## config.mk

```make
export PLATFORM = sky130hd
export DESIGN_NAME = dtt_regs
export DESIGN_NICKNAME = d
export VERILOG_FILES = /design/src/hdl/dtt_pkg.sv /design/src/hdl/dtt_regs.sv
export SDC_FILE = /design/constraint.sdc
export NUM_CORES = 1
export LEC_CHECK = 0
export ABC_CLOCK_PERIOD_IN_PS = 3400
export BUFFER_PORTS_ARGS = -buffer_cell sky130_fd_sc_hd__buf_2
export CORE_ASPECT_RATIO = 0.6
export CORE_UTILIZATION = 53
export DETAILED_ROUTE_END_ITERATION = 8
export PLACE_DENSITY = 0.82
export SETUP_SLACK_MARGIN = 0.2
export SLEW_MARGIN = 20
export SYNTH_ARGS = -nofsm -noshare
export SYNTH_HDL_FRONTEND = slang
export SYNTH_SLANG_ARGS = --single-unit
```

## constraint.sdc

```tcl
create_clock -name clk -period 3.4 [get_ports clk]
set_input_delay 0 -clock clk [delete_from_list [all_inputs] [get_ports clk]]
set_output_delay 0 -clock clk [all_outputs]
set_load 0.005 [all_outputs]
```

## src/hdl/dtt_pkg.sv

```systemverilog
`timescale 1ns / 1ps
// ----------------------------------------------------------------------------
// dtt_pkg
// Shared types, constants and codes for the detection track table.
// ----------------------------------------------------------------------------
package dtt_pkg;

  localparam int TABLE_DEPTH_DEF = 16;
  localparam int COORD_BITS_DEF  = 12;
  localparam int NUM_MASKS_DEF   = 3;
  localparam int MAX_RESULTS     = 16;
  localparam int FRAME_BITS      = 16;
  localparam int ID_BITS         = 16;
  localparam int MASK_BITS       = 3;
  localparam int HIT_BITS        = 8;
  localparam int VERDICT_BITS    = 3;
  localparam int RATIO_BITS      = 16;
  localparam int CNT_BITS        = 8;
  localparam logic [RATIO_BITS-1:0] FAR_MOVE = 16'd384;

  localparam logic [VERDICT_BITS-1:0] V_DEFINITE = 3'd0;
  localparam logic [VERDICT_BITS-1:0] V_POTENTIAL = 3'd1;
  localparam logic [VERDICT_BITS-1:0] V_ADDED = 3'd2;
  localparam logic [VERDICT_BITS-1:0] V_FULL = 3'd3;
  localparam logic [VERDICT_BITS-1:0] V_REPORT = 3'd4;
  localparam logic [VERDICT_BITS-1:0] V_NONE = 3'd5;

  localparam int REG_RECENT    = 0;
  localparam int REG_EXPIRE    = 1;
  localparam int REG_REAL      = 2;
  localparam int REG_NEAR_LOW  = 3;
  localparam int REG_NEAR_HIGH = 4;
  localparam int REG_NEAR_MOVE = 5;
  localparam int REG_FAR_LOW   = 6;
  localparam int REG_FAR_HIGH  = 7;
  localparam int NUM_REGS      = 8;
  localparam int ADDR_BITS     = 5;

  typedef struct packed {
    logic [CNT_BITS-1:0]   recent;
    logic [CNT_BITS-1:0]   expire;
    logic [CNT_BITS-1:0]   real_det;
    logic [RATIO_BITS-1:0] near_low;
    logic [RATIO_BITS-1:0] near_high;
    logic [RATIO_BITS-1:0] near_move;
    logic [RATIO_BITS-1:0] far_low;
    logic [RATIO_BITS-1:0] far_high;
  } cfg_t;

  // controller -> datapath
  typedef struct packed {
    logic load;        // capture input item
    logic clr_scan;    // reset slot pointer and flags
    logic step;        // advance slot pointer
    logic upd_def;     // scan pass: 1 definite, 0 potential
    logic do_update;   // apply match update at current slot
    logic do_alloc;    // allocate free slot
    logic do_promote;  // promote current slot if eligible
    logic do_purge;    // purge current slot if stale
    logic do_pick;     // consider slot for report minimum
    logic do_report;   // mark chosen and load report result
    logic do_single;   // load single result of a detection
    logic do_none;     // load no-faces result
    logic frame_adv;   // advance frame counter
  } dtt_cmd_t;

  // datapath -> controller
  typedef struct packed {
    logic is_eof;
    logic slot_last;
    logic found_def;
    logic found_pot;
    logic has_free;
    logic have_best;
    logic rep_full;
    logic rep_final;   // chosen report is the last one of the frame
  } dtt_stat_t;

endpackage

```

## src/hdl/dtt_regs.sv

```systemverilog
`timescale 1ns / 1ps
// ----------------------------------------------------------------------------
// dtt_regs
// APB register file holding the matching and aging thresholds.
// ----------------------------------------------------------------------------
module dtt_regs (
  input  logic                          clk,
  input  logic                          rst,
  input  logic                          psel,
  input  logic                          penable,
  input  logic                          pwrite,
  input  logic [dtt_pkg::ADDR_BITS-1:0] paddr,
  input  logic [31:0]                   pwdata,
  output logic [31:0]                   prdata,
  output logic                          pready,
  output dtt_pkg::cfg_t                 cfg
);

  logic [2:0] idx;
  logic       hit;

  assign pready = 1'b1;
  assign idx    = paddr[4:2];
  assign hit    = (paddr[1:0] == 2'b00);

  always_ff @(posedge clk) begin
    if (rst) begin
      cfg.recent    <= 8'd5;
      cfg.expire    <= 8'd20;
      cfg.real_det  <= 8'd8;
      cfg.near_low  <= 16'd230;
      cfg.near_high <= 16'd284;
      cfg.near_move <= 16'd192;
      cfg.far_low   <= 16'd179;
      cfg.far_high  <= 16'd366;
    end else if (psel && penable && pwrite && hit) begin
      case (int'(idx))
        dtt_pkg::REG_RECENT:    cfg.recent    <= pwdata[7:0];
        dtt_pkg::REG_EXPIRE:    cfg.expire    <= pwdata[7:0];
        dtt_pkg::REG_REAL:      cfg.real_det  <= pwdata[7:0];
        dtt_pkg::REG_NEAR_LOW:  cfg.near_low  <= pwdata[15:0];
        dtt_pkg::REG_NEAR_HIGH: cfg.near_high <= pwdata[15:0];
        dtt_pkg::REG_NEAR_MOVE: cfg.near_move <= pwdata[15:0];
        dtt_pkg::REG_FAR_LOW:   cfg.far_low   <= pwdata[15:0];
        dtt_pkg::REG_FAR_HIGH:  cfg.far_high  <= pwdata[15:0];
        default: ;
      endcase
    end
  end

  always_comb begin
    prdata = '0;
    if (hit) begin
      case (int'(idx))
        dtt_pkg::REG_RECENT:    prdata = {24'd0, cfg.recent};
        dtt_pkg::REG_EXPIRE:    prdata = {24'd0, cfg.expire};
        dtt_pkg::REG_REAL:      prdata = {24'd0, cfg.real_det};
        dtt_pkg::REG_NEAR_LOW:  prdata = {16'd0, cfg.near_low};
        dtt_pkg::REG_NEAR_HIGH: prdata = {16'd0, cfg.near_high};
        dtt_pkg::REG_NEAR_MOVE: prdata = {16'd0, cfg.near_move};
        dtt_pkg::REG_FAR_LOW:   prdata = {16'd0, cfg.far_low};
        dtt_pkg::REG_FAR_HIGH:  prdata = {16'd0, cfg.far_high};
        default:                prdata = '0;
      endcase
    end
  end

endmodule

```

### Yosys cells after proc, flatten, opt, wreduce, memory -nomap -nowiden

Index checks and enable logic that the tools add are counted.

* register bits after elaboration: 104
* bits in latches: 0
* bits in writable memories: 0
* memory bits (read-only): 0
* output and inout port bits: 137
* word-level logic and storage cells: 30
* memories kept: 0

* add/subtract/negate cells: 0
* multipliers: 0
* div/mod/pow operators: 0
* $lt $le $gt $ge: 0
* equal/unequal tests: 7
* shift operators: 0
* muxes and demuxes: 2
* bitwise gates (word level): 0
* reduce and logical (&&, ||, !) cells: 13

Operators by type and width (count)
* 32-bit one-hot mux with 8 select lines: 1
* 32-bit 2-to-1 mux: 1
* 2-bit AND reduction: 8
* 3-bit equality test, second input constant: 4
* 3-bit by 2-bit equality test with 1-bit output, second input constant: 2
* 3-bit by 1-bit equality test with 1-bit output, second input constant: 1
* 1-bit logical AND: 3
* 3-bit zero test: 1
* 2-bit zero test: 1

### Depth between registers and ports, before layout

* depth in word-level cells: 4
* depth in mapped cells: 8
* gate-level depth less buffers: 4

### Worst setup path after synthesis

No wires, ideal clock.

* path type: input-to-reg
* start point: input port paddr[2] (netlist bit)
* end point: register cfg[96] (netlist bit)
* setup time: 0.120 ns
* arrival time: 1.261 ns
* data required time: 3.280 ns
* slack: 2.019 ns
* stages: 7
* path buffers: 3
* cell sequence: buf_2 or3_4 buf_6 nor3b_2 buf_6 nor2b_1 a211o_1

* word-level cells in the longest chain between the ends: 2

Ends and longest elaborated chain
* start, declared: line dtt_regs.sv:12 `input logic [dtt_pkg::ADDR_BITS-1:0] paddr,`
* 3-bit zero test: line dtt_regs.sv:37 `case (int'(idx))`
* 2-bit AND reduction (no source line)
* end, declared: line dtt_regs.sv:16 `output dtt_pkg::cfg_t cfg`

Every way passes these cells.
A chain may end at the register's enable or synchronous reset.

### Final worst setup path

* start point: input port paddr[4] (netlist bit)
* end point: register cfg[33] (netlist bit)

* word-level cells in the longest chain between the ends: 2

Ends and longest elaborated chain (line)
* 3-bit equality test: dtt_regs.sv:37
* 2-bit AND reduction (no source line)

Every way passes these cells.

==> results.yml <==
finish:
  top_register: "cfg"
  layout.nets: 763
  largestRegisters: "cfg (104)"
  drive_gt1_share_pct: 25.1
  largest_register_ffs: 104
  diodes: 0
  areaGrowthSynthToFinish_pct: 22.3
detailed_routing:
  wirelength_microns: 15200
  drt_first_pass_iters: 8
  detail-route-antenna-nets: 0
  routedWlPerCell_microns: 18.2
  via_per_inst: 5.74
  drc: 26
  drt-initial-drc-count: 604
  vias: 4802
die:
  core_area_sq_mm: 0.00865
  start_util_pct: 55.5
  die_w_microns: 125
  core.rowCount: 26
  die_area_sq_mm: 0.00946
  dieHeight_microns: 75.7
  io-pin-count: 179
outcome:
  violations: "design-rule violations"
  status: "finished with violations"
pwr:
  p_clk_share_pct: 41.4
  p_leak_uw: 0.00274
  netSwitchingPower_uw: 571
  p_seq_share_pct: 50.9
  pwr_density_cell_mw_per_mm2: 410
  intPower_uw: 1830
  irDropWorstVdd_mv: 0.272
  power_frac_comb_pct: 7.7
  finalPower_uw: 2400
  switching_share_pct: 23.8
worst_setup_path:
  cp.arrival_ns: 2.34
  required_ns: 3.59
  end_kind: "flip-flop"
  worstSetupStartpointType: "primary input"
  cp_slowest_cell: "nand3_1"
  path_class: "primary input to flip-flop"
  path_max_fanout: 29
  worstPathCellList: "buf_2 > and3b_1 > nand3_1 > nand2_1 > a21oi_1"
  slowest_delay_ns: 0.76
synthesis:
  synth_cell_types: 37
  ys_warn_count: 0
  synth-seq-cells: 104
  synth_cells: 593
  synthesis.area_sq_mm: 0.00480
  yosysSeqAreaShare_pct: 43.4
  synth_area_per_cell_sq_um: 8.10
timing:
  fmax_mhz: 466
  fin_hold_ws_ns: 0.248
  setup_viol: 0
  layout_min_cycle_time_ns: 2.15
  rsz0062_at_grt: "false"
  hold_viol_final: 0
  finalSetupTns_ns: 0
  finalMaxSlewViolations: 0
  min_period_over_period_pct: 63.2
  fin_worst_skew_ns: 0
  tightest_slew_ns: 1.08
  relSlewSlack_pct: 28.3
clock_tree:
  cts.clk_slew.worst_paths_ns: 0.07
  cts_buffers: 9
  post_cts_resized: 0
  clk_latency_ns: 0.35
  clock-sinks: 104
  cts-root-buf: "clkbuf_16"
  cts_tree: "done"
  ctsHtreeMaxLevel: 3
  clockBufferDepth: 2
placed_design:
  place.gp.congestion: 0.869
  numPortBuffers: 145
  dp_hpwl_microns: 10300
grt:
  grt.overflow.total: 0
  antenna_found_initial: 0
  grt_start_max_net_pins: 110
  first_global_vias: 4140
  grt_pass1_wl_microns: 22200
  grt_util_all_layers_pct: 31.3
hold_path:
  min_path_type: "primary input to flip-flop"
flow_run:
  max_cap_viol_count: 0
## Yosys cell counts, drive strengths merged
library cell | n | area, sq um
or2 | 2 | 12.5
o21ai | 9 | 45.0
a22oi | 1 | 7.51
a22o | 15 | 131
and2 | 1 | 6.26
inv | 4 | 15.0
a31oi | 6 | 37.5
nor3b | 1 | 12.5
a222oi | 6 | 60.1
nand4 | 4 | 31.3
and4 | 1 | 8.76
buf | 39 | 254
nand3 | 5 | 25.0
dfxtp | 104 | 2080
mux2 | 9 | 101
nand3b | 13 | 97.6
o22ai | 1 | 6.26
nand4b | 1 | 8.76
and3 | 3 | 18.8
a21oi | 65 | 325
a32oi | 1 | 8.76
nor2b | 3 | 18.8
clkbuf | 29 | 109
nand2b | 2 | 12.5
nor2 | 67 | 251
or3 | 1 | 11.3
mux2i | 39 | 390
and3b | 2 | 17.5
a211o | 17 | 149
nand2 | 134 | 503
nor3 | 5 | 25.0
and4b | 1 | 10.0
conb | 2 | 7.51
## routing by layer
metal	vias up	global-route usage, %	wire, microns	share of wire, %
li1	2234	-	-	-
met1	2234	43.4	6560	43
met2	317	47.7	6460	42
met3	17	9.41	2100	14
met4	0	8.54	116	0.76
met5	-	0	0	0
## cells by family (layout without fill, tap and decap cells)
group	count (synthesis)	after routing	share of synthesized area [%]
flip-flops	104	104	43.4
buffers and inverters	72	188	7.87
other	2	17	0.156
AND/OR/NAND/NOR	246	246	22.3
AO/OA/AOI/OAI	121	121	16.1
multiplexers	48	48	10.2
## placed cells by master (no fill, tap or decap), types with 9 or more instances in the layout
| cell type | count |
|---|---|
| nand2_1 | 134 |
| clkbuf_16 | 9 |
| conb_1 | 17 |
| nor2_1 | 67 |
| mux2i_1 | 39 |
| mux2_2 | 9 |
| buf_4 | 9 |
| o21ai_0 | 9 |
| dfxtp_1 | 104 |
| a21oi_1 | 65 |
| a211o_1 | 17 |
| a22o_1 | 15 |
| dlygate4sd3_1 | 16 |
| nand3b_1 | 13 |
| buf_2 | 145 |
## worst max-delay path: cells and delay by family
kind | cells | cell delay, ns
and+or+nand+nor | 3 | 1.76
buffers and inverters | 1 | 0.48
AOI/OAI and AO/OA | 1 | 0.09
## power by group through the flow
stage               logic (uW)  clock network (uW)  registers [uW]
detailed placement         164                   0            1250
finish                     184                 996            1220
global route               196                1040            1220
CTS                        178                 995            1220
floorplan                  121                   0            1250
global placement           160                   0            1250
## through the flow
| step | instance area [sq um] | cells | worst slack (ns) | util (%) |
|---|---|---|---|---|
| 2_1_floorplan | 4860 | 608 | 2.02 | - |
| 3_3_place_gp | 5430 | 806 | 1.07 | 62.7 |
| 3_5_place_dp | 5430 | 806 | 0.999 | 62.7 |
| 4_1_cts | 5870 | 836 | 1.35 | 67.8 |
| 5_1_grt | 5870 | 836 | 1.20 | 67.8 |
| 6_report | 5870 | 836 | 1.25 | 67.8 |
## layout make-up
cell class	count	area (sq um)
fillers	690	2780
multi-input cells	432	2400
flip-flops and latches	104	2080
repair buffers	170	953
clock buffers	12	267
well taps	112	140
clock inverters	2	15.0
inverters	4	15.0
## timing repair
action                     in CTS  in global routing
hold buffers                   16                  0
buffers inserted                0                  0
setup endpoints to repair       0                  0
hold endpoints to repair       62                  0
## final timing paths
| kind | start | to | slack [ns] | depth (start not counted) |
|---|---|---|---|---|
| setup / recovery | paddr[4] | cfg[33] | 1.25 | 5 |
| hold reg to reg | cfg[12] | cfg[12] | 0.47 | 2 |
| setup reg to reg | cfg[96] | cfg[96] | 2.55 | 2 |
| hold / removal | paddr[0] | cfg[100] | 0.25 | 5 |
Note: power is estimated with default switching activity, not from simulation.
