## src/hdl/dtt_pkg.sv

```systemverilog
`timescale 1ns / 1ps
// ----------------------------------------------------------------------------
// dtt_pkg
// Shared types, constants and codes for the detection track table.
// ----------------------------------------------------------------------------
package dtt_pkg;

  localparam int TABLE_DEPTH_DEF = 16;
  localparam int COORD_BITS_DEF  = 12;
  localparam int NUM_MASKS_DEF   = 3;
  localparam int MAX_RESULTS     = 16;
  localparam int FRAME_BITS      = 16;
  localparam int ID_BITS         = 16;
  localparam int MASK_BITS       = 3;
  localparam int HIT_BITS        = 8;
  localparam int VERDICT_BITS    = 3;
  localparam int RATIO_BITS      = 16;
  localparam int CNT_BITS        = 8;
  localparam logic [RATIO_BITS-1:0] FAR_MOVE = 16'd384;

  localparam logic [VERDICT_BITS-1:0] V_DEFINITE = 3'd0;
  localparam logic [VERDICT_BITS-1:0] V_POTENTIAL = 3'd1;
  localparam logic [VERDICT_BITS-1:0] V_ADDED = 3'd2;
  localparam logic [VERDICT_BITS-1:0] V_FULL = 3'd3;
  localparam logic [VERDICT_BITS-1:0] V_REPORT = 3'd4;
  localparam logic [VERDICT_BITS-1:0] V_NONE = 3'd5;

  localparam int REG_RECENT    = 0;
  localparam int REG_EXPIRE    = 1;
  localparam int REG_REAL      = 2;
  localparam int REG_NEAR_LOW  = 3;
  localparam int REG_NEAR_HIGH = 4;
  localparam int REG_NEAR_MOVE = 5;
  localparam int REG_FAR_LOW   = 6;
  localparam int REG_FAR_HIGH  = 7;
  localparam int NUM_REGS      = 8;
  localparam int ADDR_BITS     = 5;

  typedef struct packed {
    logic [CNT_BITS-1:0]   recent;
    logic [CNT_BITS-1:0]   expire;
    logic [CNT_BITS-1:0]   real_det;
    logic [RATIO_BITS-1:0] near_low;
    logic [RATIO_BITS-1:0] near_high;
    logic [RATIO_BITS-1:0] near_move;
    logic [RATIO_BITS-1:0] far_low;
    logic [RATIO_BITS-1:0] far_high;
  } cfg_t;

  // controller -> datapath
  typedef struct packed {
    logic load;        // capture input item
    logic clr_scan;    // reset slot pointer and flags
    logic step;        // advance slot pointer
    logic upd_def;     // scan pass: 1 definite, 0 potential
    logic do_update;   // apply match update at current slot
    logic do_alloc;    // allocate free slot
    logic do_promote;  // promote current slot if eligible
    logic do_purge;    // purge current slot if stale
    logic do_pick;     // consider slot for report minimum
    logic do_report;   // mark chosen and load report result
    logic do_single;   // load single result of a detection
    logic do_none;     // load no-faces result
    logic frame_adv;   // advance frame counter
  } dtt_cmd_t;

  // datapath -> controller
  typedef struct packed {
    logic is_eof;
    logic slot_last;
    logic found_def;
    logic found_pot;
    logic has_free;
    logic have_best;
    logic rep_full;
    logic rep_final;   // chosen report is the last one of the frame
  } dtt_stat_t;

endpackage

```

## src/hdl/dtt_ctrl.sv

```systemverilog
`timescale 1ns / 1ps
// ----------------------------------------------------------------------------
// dtt_ctrl
// Sequencer: match passes, allocation, promote/purge, ordered reporting.
// ----------------------------------------------------------------------------
module dtt_ctrl (
  input  logic               clk,
  input  logic               rst,
  input  logic               in_valid,
  output logic               in_ready,
  output logic               out_valid,
  input  logic               out_ready,
  output logic               out_last,
  output dtt_pkg::dtt_cmd_t  cmd,
  input  dtt_pkg::dtt_stat_t stat
);

  localparam logic [3:0] S_IDLE   = 4'd0;
  localparam logic [3:0] S_DEF    = 4'd1;
  localparam logic [3:0] S_POT    = 4'd2;
  localparam logic [3:0] S_DECIDE = 4'd3;
  localparam logic [3:0] S_PROM   = 4'd4;
  localparam logic [3:0] S_PURGE  = 4'd5;
  localparam logic [3:0] S_PICK   = 4'd6;
  localparam logic [3:0] S_REP    = 4'd7;
  localparam logic [3:0] S_OUT    = 4'd8;

  logic [3:0] state, state_next;
  logic       last_flag, last_flag_next;
  logic       eof_out, eof_out_next;

  assign in_ready  = (state == S_IDLE);
  assign out_valid = (state == S_OUT);
  assign out_last  = last_flag;

  always_comb begin
    state_next     = state;
    last_flag_next = last_flag;
    eof_out_next   = eof_out;
    cmd            = '0;
    case (state)
      S_IDLE: begin
        if (in_valid) begin
          cmd.load     = 1'b1;
          cmd.clr_scan = 1'b1;
          state_next   = S_DEF;
        end
      end
      S_DEF: begin
        if (stat.is_eof) begin
          state_next = S_PROM;
        end else begin
          cmd.do_update = 1'b1;
          cmd.upd_def   = 1'b1;
          cmd.step      = 1'b1;
          if (stat.slot_last) state_next = S_POT;
        end
      end
      S_POT: begin
        if (stat.found_def) begin
          state_next = S_DECIDE;
        end else begin
          cmd.do_update = 1'b1;
          cmd.step      = 1'b1;
          if (stat.slot_last) state_next = S_DECIDE;
        end
      end
      S_DECIDE: begin
        if (!stat.found_def && !stat.found_pot && stat.has_free) cmd.do_alloc = 1'b1;
        else cmd.do_single = 1'b1;
        last_flag_next = 1'b1;
        eof_out_next   = 1'b0;
        state_next     = S_OUT;
      end
      S_PROM: begin
        cmd.do_promote = 1'b1;
        cmd.step       = 1'b1;
        if (stat.slot_last) state_next = S_PURGE;
      end
      S_PURGE: begin
        cmd.do_purge = 1'b1;
        cmd.step     = 1'b1;
        if (stat.slot_last) begin
          cmd.step     = 1'b0;
          cmd.clr_scan = 1'b1;
          state_next   = S_PICK;
        end
      end
      S_PICK: begin
        cmd.do_pick = 1'b1;
        cmd.step    = 1'b1;
        if (stat.slot_last) state_next = S_REP;
      end
      S_REP: begin
        eof_out_next = 1'b1;
        if (stat.have_best && !stat.rep_full) begin
          // last report closes the item and the frame
          cmd.do_report  = 1'b1;
          last_flag_next = stat.rep_final;
          cmd.frame_adv  = stat.rep_final;
          state_next     = S_OUT;
        end else begin
          cmd.do_none    = 1'b1;
          last_flag_next = 1'b1;
          cmd.frame_adv  = 1'b1;
          state_next     = S_OUT;
        end
      end
      S_OUT: begin
        if (out_ready) begin
          if (eof_out && !last_flag) begin
            cmd.clr_scan = 1'b1;
            state_next   = S_PICK;
          end else begin
            state_next = S_IDLE;
          end
        end
      end
      default: state_next = S_IDLE;
    endcase
  end

  always_ff @(posedge clk) begin
    if (rst) begin
      state     <= S_IDLE;
      last_flag <= 1'b1;
      eof_out   <= 1'b0;
    end else begin
      state     <= state_next;
      last_flag <= last_flag_next;
      eof_out   <= eof_out_next;
    end
  end

endmodule

```

## config.mk

```make
export PLATFORM = sky130hd
export DESIGN_NAME = dtt_ctrl
export DESIGN_NICKNAME = d
export VERILOG_FILES = /design/src/hdl/dtt_pkg.sv /design/src/hdl/dtt_ctrl.sv
export SDC_FILE = /design/constraint.sdc
export NUM_CORES = 1
export LEC_CHECK = 0
export BUFFER_PORTS_ARGS = -buffer_cell sky130_fd_sc_hd__buf_2
export CAP_MARGIN = 25
export CELL_PAD_IN_SITES_DETAIL_PLACEMENT = 0
export CELL_PAD_IN_SITES_GLOBAL_PLACEMENT = 1
export CORE_MARGIN = 2
export CORE_UTILIZATION = 29
export CTS_CLUSTER_SIZE = 16
export DETAILED_ROUTE_END_ITERATION = 10
export GPL_TIMING_DRIVEN = 0
export PLACE_DENSITY = 0.82
export SLEW_MARGIN = 20
export SYNTH_ARGS = -nofsm -noshare
export SYNTH_HDL_FRONTEND = slang
export SYNTH_SLANG_ARGS = --single-unit
```

## constraint.sdc

```tcl
create_clock -name clk -period 1.8 [get_ports clk]
set_input_delay 0.18 -clock clk [delete_from_list [all_inputs] [get_ports clk]]
set_output_delay 0.18 -clock clk [all_outputs]
set_load 0.01 [all_outputs]
```

Word level (Yosys, flattened, before mapping)
Cells that the tools add are included.
{ "totals": {"regBits": 6, "input_bits": 12, "out_inout_bits": 16, "word_cells": 67} }
{ "classes": {"eq_ne": 15, "n_mux": 36, "n_reduce_logical": 13} }
{ "ops": {"columns": ["cell", "n"], "rows": [
  ["2-to-1 mux 4 bit", 9],
  ["case mux 4 bit (8 select lines)", 1],
  ["== test 4 x 3 -> 1 bit, second input constant", 4],
  ["2-to-1 mux 1 bit", 16],
  ["== test 4 x 2 -> 1 bit, second input constant", 2],
  ["!= test 2 bit, second input constant", 4],
  ["AND reduction 7 bit", 1],
  ["2-to-1 mux 2 bit", 3],
  ["2-to-1 mux 3 bit", 2],
  ["!= test 3 bit, second input constant", 2],
  ["case mux 1 bit (2 select lines)", 3],
  ["== test 4 x 1 -> 1 bit, second input constant", 1],
  ["== test 4 bit, second input constant", 1],
  ["logical AND 1 bit", 4],
  ["logical NOT 1 bit", 4],
  ["logical NOT 4 bit", 1],
  ["case mux 1 bit (4 select lines)", 1],
  ["OR reduction 2 bit", 2],
  ["case mux 1 bit (3 select lines)", 1],
  ["!= test 2 x 1 -> 1 bit, second input constant", 1],
  ["nonzero test 2 bit", 1]
]} }

Longest topological paths before layout
Gate-level depths: netlist of run 1.
{ "depth": {"depth_word": 5, "mapped_depth": 5, "depth_no_buf": 4} }

Least setup slack after synthesis of run 1
OpenSTA, ideal clock, no wires.
{ "synth_timing": {"kind": "flip-flop to output port", "start": "register state[1]", "end": "output cmd[11] (netlist name)", "arrival_time_ps": 1299, "required_time_ps": 1620, "setup_slack_ps": 321, "stages_incl_launch_ff": 5, "n_path_buf": 1, "cell_sequence": "dfxtp_1 buf_2 nor4_2 and2_1 a221o_1"} }
{ "synth_lines": {"columns": ["item", "line_no", "rtl"], "rows": [
  ["from (decl)", "dtt_ctrl.sv:28", "logic [3:0] state, state_next;"],
  ["from (signal assigned)", "dtt_ctrl.sv:129", "state <= state_next;"],
  ["to (decl)", "dtt_ctrl.sv:14", "output dtt_pkg::dtt_cmd_t cmd,"]
]} }

==> run metrics, run 1 <==
P_leak 0.3605 nW; Most used DFF post-synth dfxtp_1; setup TNS 0 ps; DR WL/cell ~12 µm; Pwr Density between 1000 and 1500 nW/µm²; Seq/Total Area, Yosys a little under a quarter; First DRT Iteration DRCs 4; I/O pins 28; Setup CP Type flip-flop to output port; status complete, no violations; CTS tree built; filler instances ~190; FMAX 579.4 MHz; Clk network pwr share about an eighth; vias per cell 5.120; global-route wire length before repair approximately 2.2 mm; # setup viols final 0; sequential share of power between 20% and 30%; clock buffer count from CTS 3; Root Driver clkbuf_4; pin count of the biggest net entering global routing 11; Clock Skews roughly 2.2 ps; #FFs+latches synth 6; Max Slew Vio Count 0; DP HPWL 1.176 mm; antenna cells 0; Warnings, synthesis 0; RSZ-0062 raised after global routing false; Initial DRT Pass Iterations 4; die width between 40 and 50 µm; syn avg cell area about 7.5 µm²; most common cell after layout, fill and taps aside buf_2; cell count after synthesis 70; Skew-Pair Late Insertion Delay about 240 ps; crit path from state[0]; IO buf count 27; Reg2Reg Setup Slack roughly 330 ps; clock buffer depth 2; initial core utilization between 30% and 40%; Crit Path Max Fanout 10; reg-to-reg endpoint state[0]; Final Hold Fails 0; layout cells sized above 1 45.00%; Peak supply drop ~0.0005 V; floorplan row count 15; cts hold-fix bufs 0; CP endpoint cmd[11]; critical path data arrival time about 1600 ps; H-Tree Depth 1; total power approximately 950 µW; CTS clk-pin slew, worst paths approximately 40 ps; Post-route DRC 0; gpl congestion approximately 0.78; commonest non-fill, non-tap cells in the layout buf_2 (29), nand2_1 (8), dfxtp_1 (5); Chip Height 46.67 µm; DIE AREA ~2200 µm²; initial antenna violation count 0; Internal ~530 µW; number of flops mapped to enable cells by yosys 0; logic gate share of total power approximately two thirds; fin crit period approximately 1700 ps; Sink Count 6; Setup crit start kind flip-flop; WP data required ~1600 ps; Final nets 114; switching share of total power 43.72%; Placed Area a little under 700 µm²; Synth Net Count between 80 and 90; Cell Area, Synth approximately 530 µm²; library cells used by synthesis 31; worst reg2reg path depth 5; area grow syn2layout 39.81%; HP Class primary input to flip-flop; NetSw ~410 µW; Synth async-reset ratio 0%; Tightest Pin Transition between 200 and 300 ps; worst r2r src state[3]; CP endpoint kind output port; total global-route track usage between 10% and 20%; relative slew slack 81.94%; Post-DRT Antenna Nets 0; grt ovf 0; vias in the first global route 548; Max-Cap Viols 0; routed wire length ~1.4 mm; Via Count 640; Core Area about 1700 µm²; # Post-CTS Setup Buffers 0; fin crit share between 90% and 100%; final instance area approximately 740 µm²
[cells in the mapped netlist (2+ instances only)]
master	n	area (µm²)
nand2_1	8	30.03
dfxtp_1	6	120.1
a21oi_1	4	20.02
buf_2	4	20.02
inv_1	4	15.01
nor2_1	4	15.01
nor3_1	4	20.02
and3_1	3	18.77
nor3b_1	3	22.52
a221o_1	2	20.02
and2_1	2	12.51
mux2i_1	2	20.02
nand2b_1	2	12.51
nand3_1	2	10.01
nor2b_1	2	12.51
nor4b_1	2	17.52
o21a_1	2	15.01
[state kept, by name, summed over array words and instances (netlist names)]
| signal | count |
|---|---|
| out_last | 1 |
| eof_out | 1 |
| state | 4 |
[repair_timing]
action                                  in CTS  in global routing
resized for setup                            1                  7
endpoints found under the hold margin        0                  0
endpoints found under the setup margin       1                  5
[cells by family after synthesis]
kind of cell	Yosys count	synth area share (%)
simple gates	35	38.15
mux	2	3.792
buf+inv	10	9.477
compound gates	17	25.83
flops	6	22.75
[routing by layer]
metal,vias to the layer above,routed length [µm],GRT usage (%)
met3,4,97,2.745
met5,-,0,0
li1,316,-,-
met4,0,29,8.333
met1,294,603,16.12
met2,26,716,23.89
[critical path: stages, from the launching register on]
cell and delay [ps]:
dfxtp_1 320, buf_6 140, nor2b_2 170, and3_1 210, a221o_1 340, buf_2 140
[power by group through the flow]
stage               clock network [mW]  logic [mW]  registers [mW]
floorplan                            0       0.447           0.184
global placement                     0       0.612           0.187
detailed placement                   0       0.614           0.188
CTS                              0.132       0.622           0.188
global route                     0.137       0.693           0.197
finish                           0.121       0.633           0.194
[stage by stage]
stage | hold slack (ps) | utilization, % | instances | setup WS (ps)
floorplan | 247.9 | - | 70 | 321.0
global placement | 425.8 | 40.22 | 122 | 277.5
detailed placement | 427.9 | 40.22 | 122 | 267.5
CTS | 165.0 | 41.81 | 125 | 15.19
global route | 172.1 | 42.75 | 125 | 15.36
finish | 168.7 | 42.75 | 125 | 74.22
[cell type report]
class,count,area [µm²],share of cell area (%)
inverters,5,18.77,2.542
multi-input cells,54,372.9,50.51
flip-flops and latches,6,121.4,16.44
well taps,25,31.28,4.237
plain buffers,5,36.28,4.915
clock buffers,3,22.52,3.051
repair buffers,27,135.1,18.31
[worst min path at each step]
stage | cells past startpoint | end | slack [ps] | from
after CTS | 2 | state[1] | 170 | rst
after floorplan | 1 | state[1] | 250 | rst
after global placement | 2 | state[1] | 430 | rst
after detailed placement | 2 | state[1] | 430 | rst
final | 2 | state[1] | 170 | rst
after global routing | 2 | state[1] | 170 | rst
Power figures use the tool's default switching activity.
==> inputs of run 2 (changes only) <==
Settings changed: CORE_MARGIN 2 to default, SLEW_MARGIN 20 to 40.
==> run 2 against run 1 <==
  * Setup slack improved by 16 ps
  * Final cell count stayed put
  * Core utilization increased by 0.62 points
  * Highest routed layer unchanged
  * Combinational power rose by 2%
  * Via count is 0.16% lower
  * Power up 1.4%
  * Non-clock buffer count unchanged
  * Count of clock-buffer cells in the layout unchanged
==> run metrics, run 2 (synthesis gave the netlist of run 1 again) <==
initial core utilization 30.92% (+0.34 points); Final Hold Fails 0 (unchanged); First DRT Iteration DRCs 20 (+16); DIE AREA 1995 µm² (-8.4%); CTS tree built; initial antenna violation count 0 (unchanged); DP HPWL 1.129 mm (-3.9%); logic gate share of total power 67.2% (+0.4 points); floorplan row count 15 (unchanged); Sink Count 6 (unchanged); vias in the first global route 559 (+2.0%); HP Class primary input to flip-flop; Pwr Density 1297 nW/µm² (+1.1%); status complete, no violations; Max-Cap Viols 0 (unchanged); Initial DRT Pass Iterations 4 (unchanged); clock buffer depth 2 (unchanged); area of the multi-input gates 372.9 µm² (unchanged); fin crit share 95.00% (-0.87 points); Max Slew Vio Count 0 (unchanged); Skew-Pair Late Insertion Delay 240 ps (about the same); most common cell after layout, fill and taps aside buf_2; setup TNS 0 ps (unchanged); Placed Area 694.4 µm² (unchanged); global-route wire length before repair 2.297 mm (+5.4%); Internal 544.2 µW (+2.0%); FMAX 584.8 MHz (+0.92%); Final nets 114 (unchanged); routed wire length 1.453 mm (+0.35%); Root Driver clkbuf_4; area grow syn2layout 40.28%; total global-route track usage 15.62% (+1.5 points); Post-route DRC 0 (unchanged); # Post-CTS Setup Buffers 0 (unchanged); Clk network pwr share 12.5% (-0.3 points); critical path data arrival time 1530 ps (-20 ps); relative slew slack 80.67% (-1.3 points); Biggest register state; grt ovf 0 (unchanged); P_leak 0.3629 nW (+0.65%); die width 44.67 µm (-4.3%); Via Count 639 (-0.16%); Setup CP Type flip-flop to output port; switching share of total power 43.38% (-0.35 points); FF+latch area 120.1 µm² (-1.0%); Crit Path Max Fanout 10 (unchanged); RSZ-0062 raised after global routing false; commonest non-fill, non-tap cells in the layout buf_2 (29), nand2_1 (8), dfxtp_1 (6); clock buffer count from CTS 3 (unchanged); Post-DRT Antenna Nets 0 (unchanged); filler instances 179 (-6.8%); Setup crit start kind flip-flop; pin count of the biggest net entering global routing 11 (unchanged); CP endpoint kind output port; layout cells sized above 1 43.00% (-2.0 points); fin crit period 1710 ps (-15.73 ps); antenna cells 0 (unchanged); Chip Height 44.67 µm (-4.3%); # setup viols final 0 (unchanged); Clock Skews 2.497 ps (+0.3302 ps); NetSw 416.9 µW (+0.60%); H-Tree Depth 1 (unchanged); sequential share of power 20.2% (-0.2 points); worst setup margin 89.95 ps (+15.73 ps); IO buf count 27 (unchanged); final instance area 740.7 µm² (+0.34%); Peak supply drop 0.0004562 V (-9.4%); cts hold-fix bufs 0 (unchanged); Core Area 1708 µm² (-1.1%); I/O pins 28 (unchanged); pre-CTS setup slack 287.6 ps (+20.10 ps); Tightest Pin Transition 289.4 ps (+22.27 ps); CTS clk-pin slew, worst paths 40 ps (about the same); WP data required 1620 ps (about the same); vias per cell 5.112 (-0.16%); Largest register FFs 4 (unchanged); DR WL/cell 11.62 µm (+0.35%); gpl congestion 0.7813 (-0.14%)
## run 2: path summary, 6_finish.rpt
| kind | cells after the start | start | end | slack (ps) |
|---|---|---|---|---|
| worst max-delay path | 5 | state[1] | cmd[11] | 90 |
| worst min-delay path | 2 | rst | state[1] | 180 |
| worst max register to register | 5 | state[3] | state[0] | 320 |
| worst min register to register | 2 | eof_out | eof_out | 460 |
## run 2: layout make-up
type,instances,area share [%]
buffer,5,5.405
sequential,6,16.22
clock buffer,3,3.041
tap,25,4.223
timing repair buffer,27,18.24
multi-input combinational,54,50.34
inverter,5,2.534
## run 2: worst max-delay path, stage by stage, from the launching register on
cell and delay, ps:
dfxtp_1 420, buf_6 180, inv_2 50, and3_1 170, a221o_1 340, buf_2 140
## run 2: power groups by stage
stage               registers, mW  logic [mW]  clock network (mW)
CTS                         0.187       0.610               0.127
finish                      0.194       0.646               0.121
detailed placement          0.189       0.610                   0
global route                0.196       0.704               0.134
global placement            0.187       0.607                   0
floorplan                   0.184       0.447                   0
## run 2: routing by layer
layer	part of all wire [%]	vias up	global-route usage [%]	routed length (µm)
li1	-	320	-	-
met1	45	289	19.21	651
met2	48	25	26.47	703
met3	5.6	5	2.449	81
met4	1.2	0	7.273	17
met5	0	-	0	0
## run 2: what timing repair did
item                                   CTS  global route
endpoints found under the hold margin    0             0
resized for setup                        0             9
setup endpoints to repair                0             6
## run 2: stage by stage
step	util, %	hold WS [ps]	total power, mW	cells
floorplan	-	247.9	0.6310	70
global placement	40.66	423.5	0.7937	122
detailed placement	40.66	420.7	0.7989	122
CTS	41.98	165.4	0.9243	125
global route	43.37	186.1	1.035	125
finish	43.37	178.0	0.9611	125
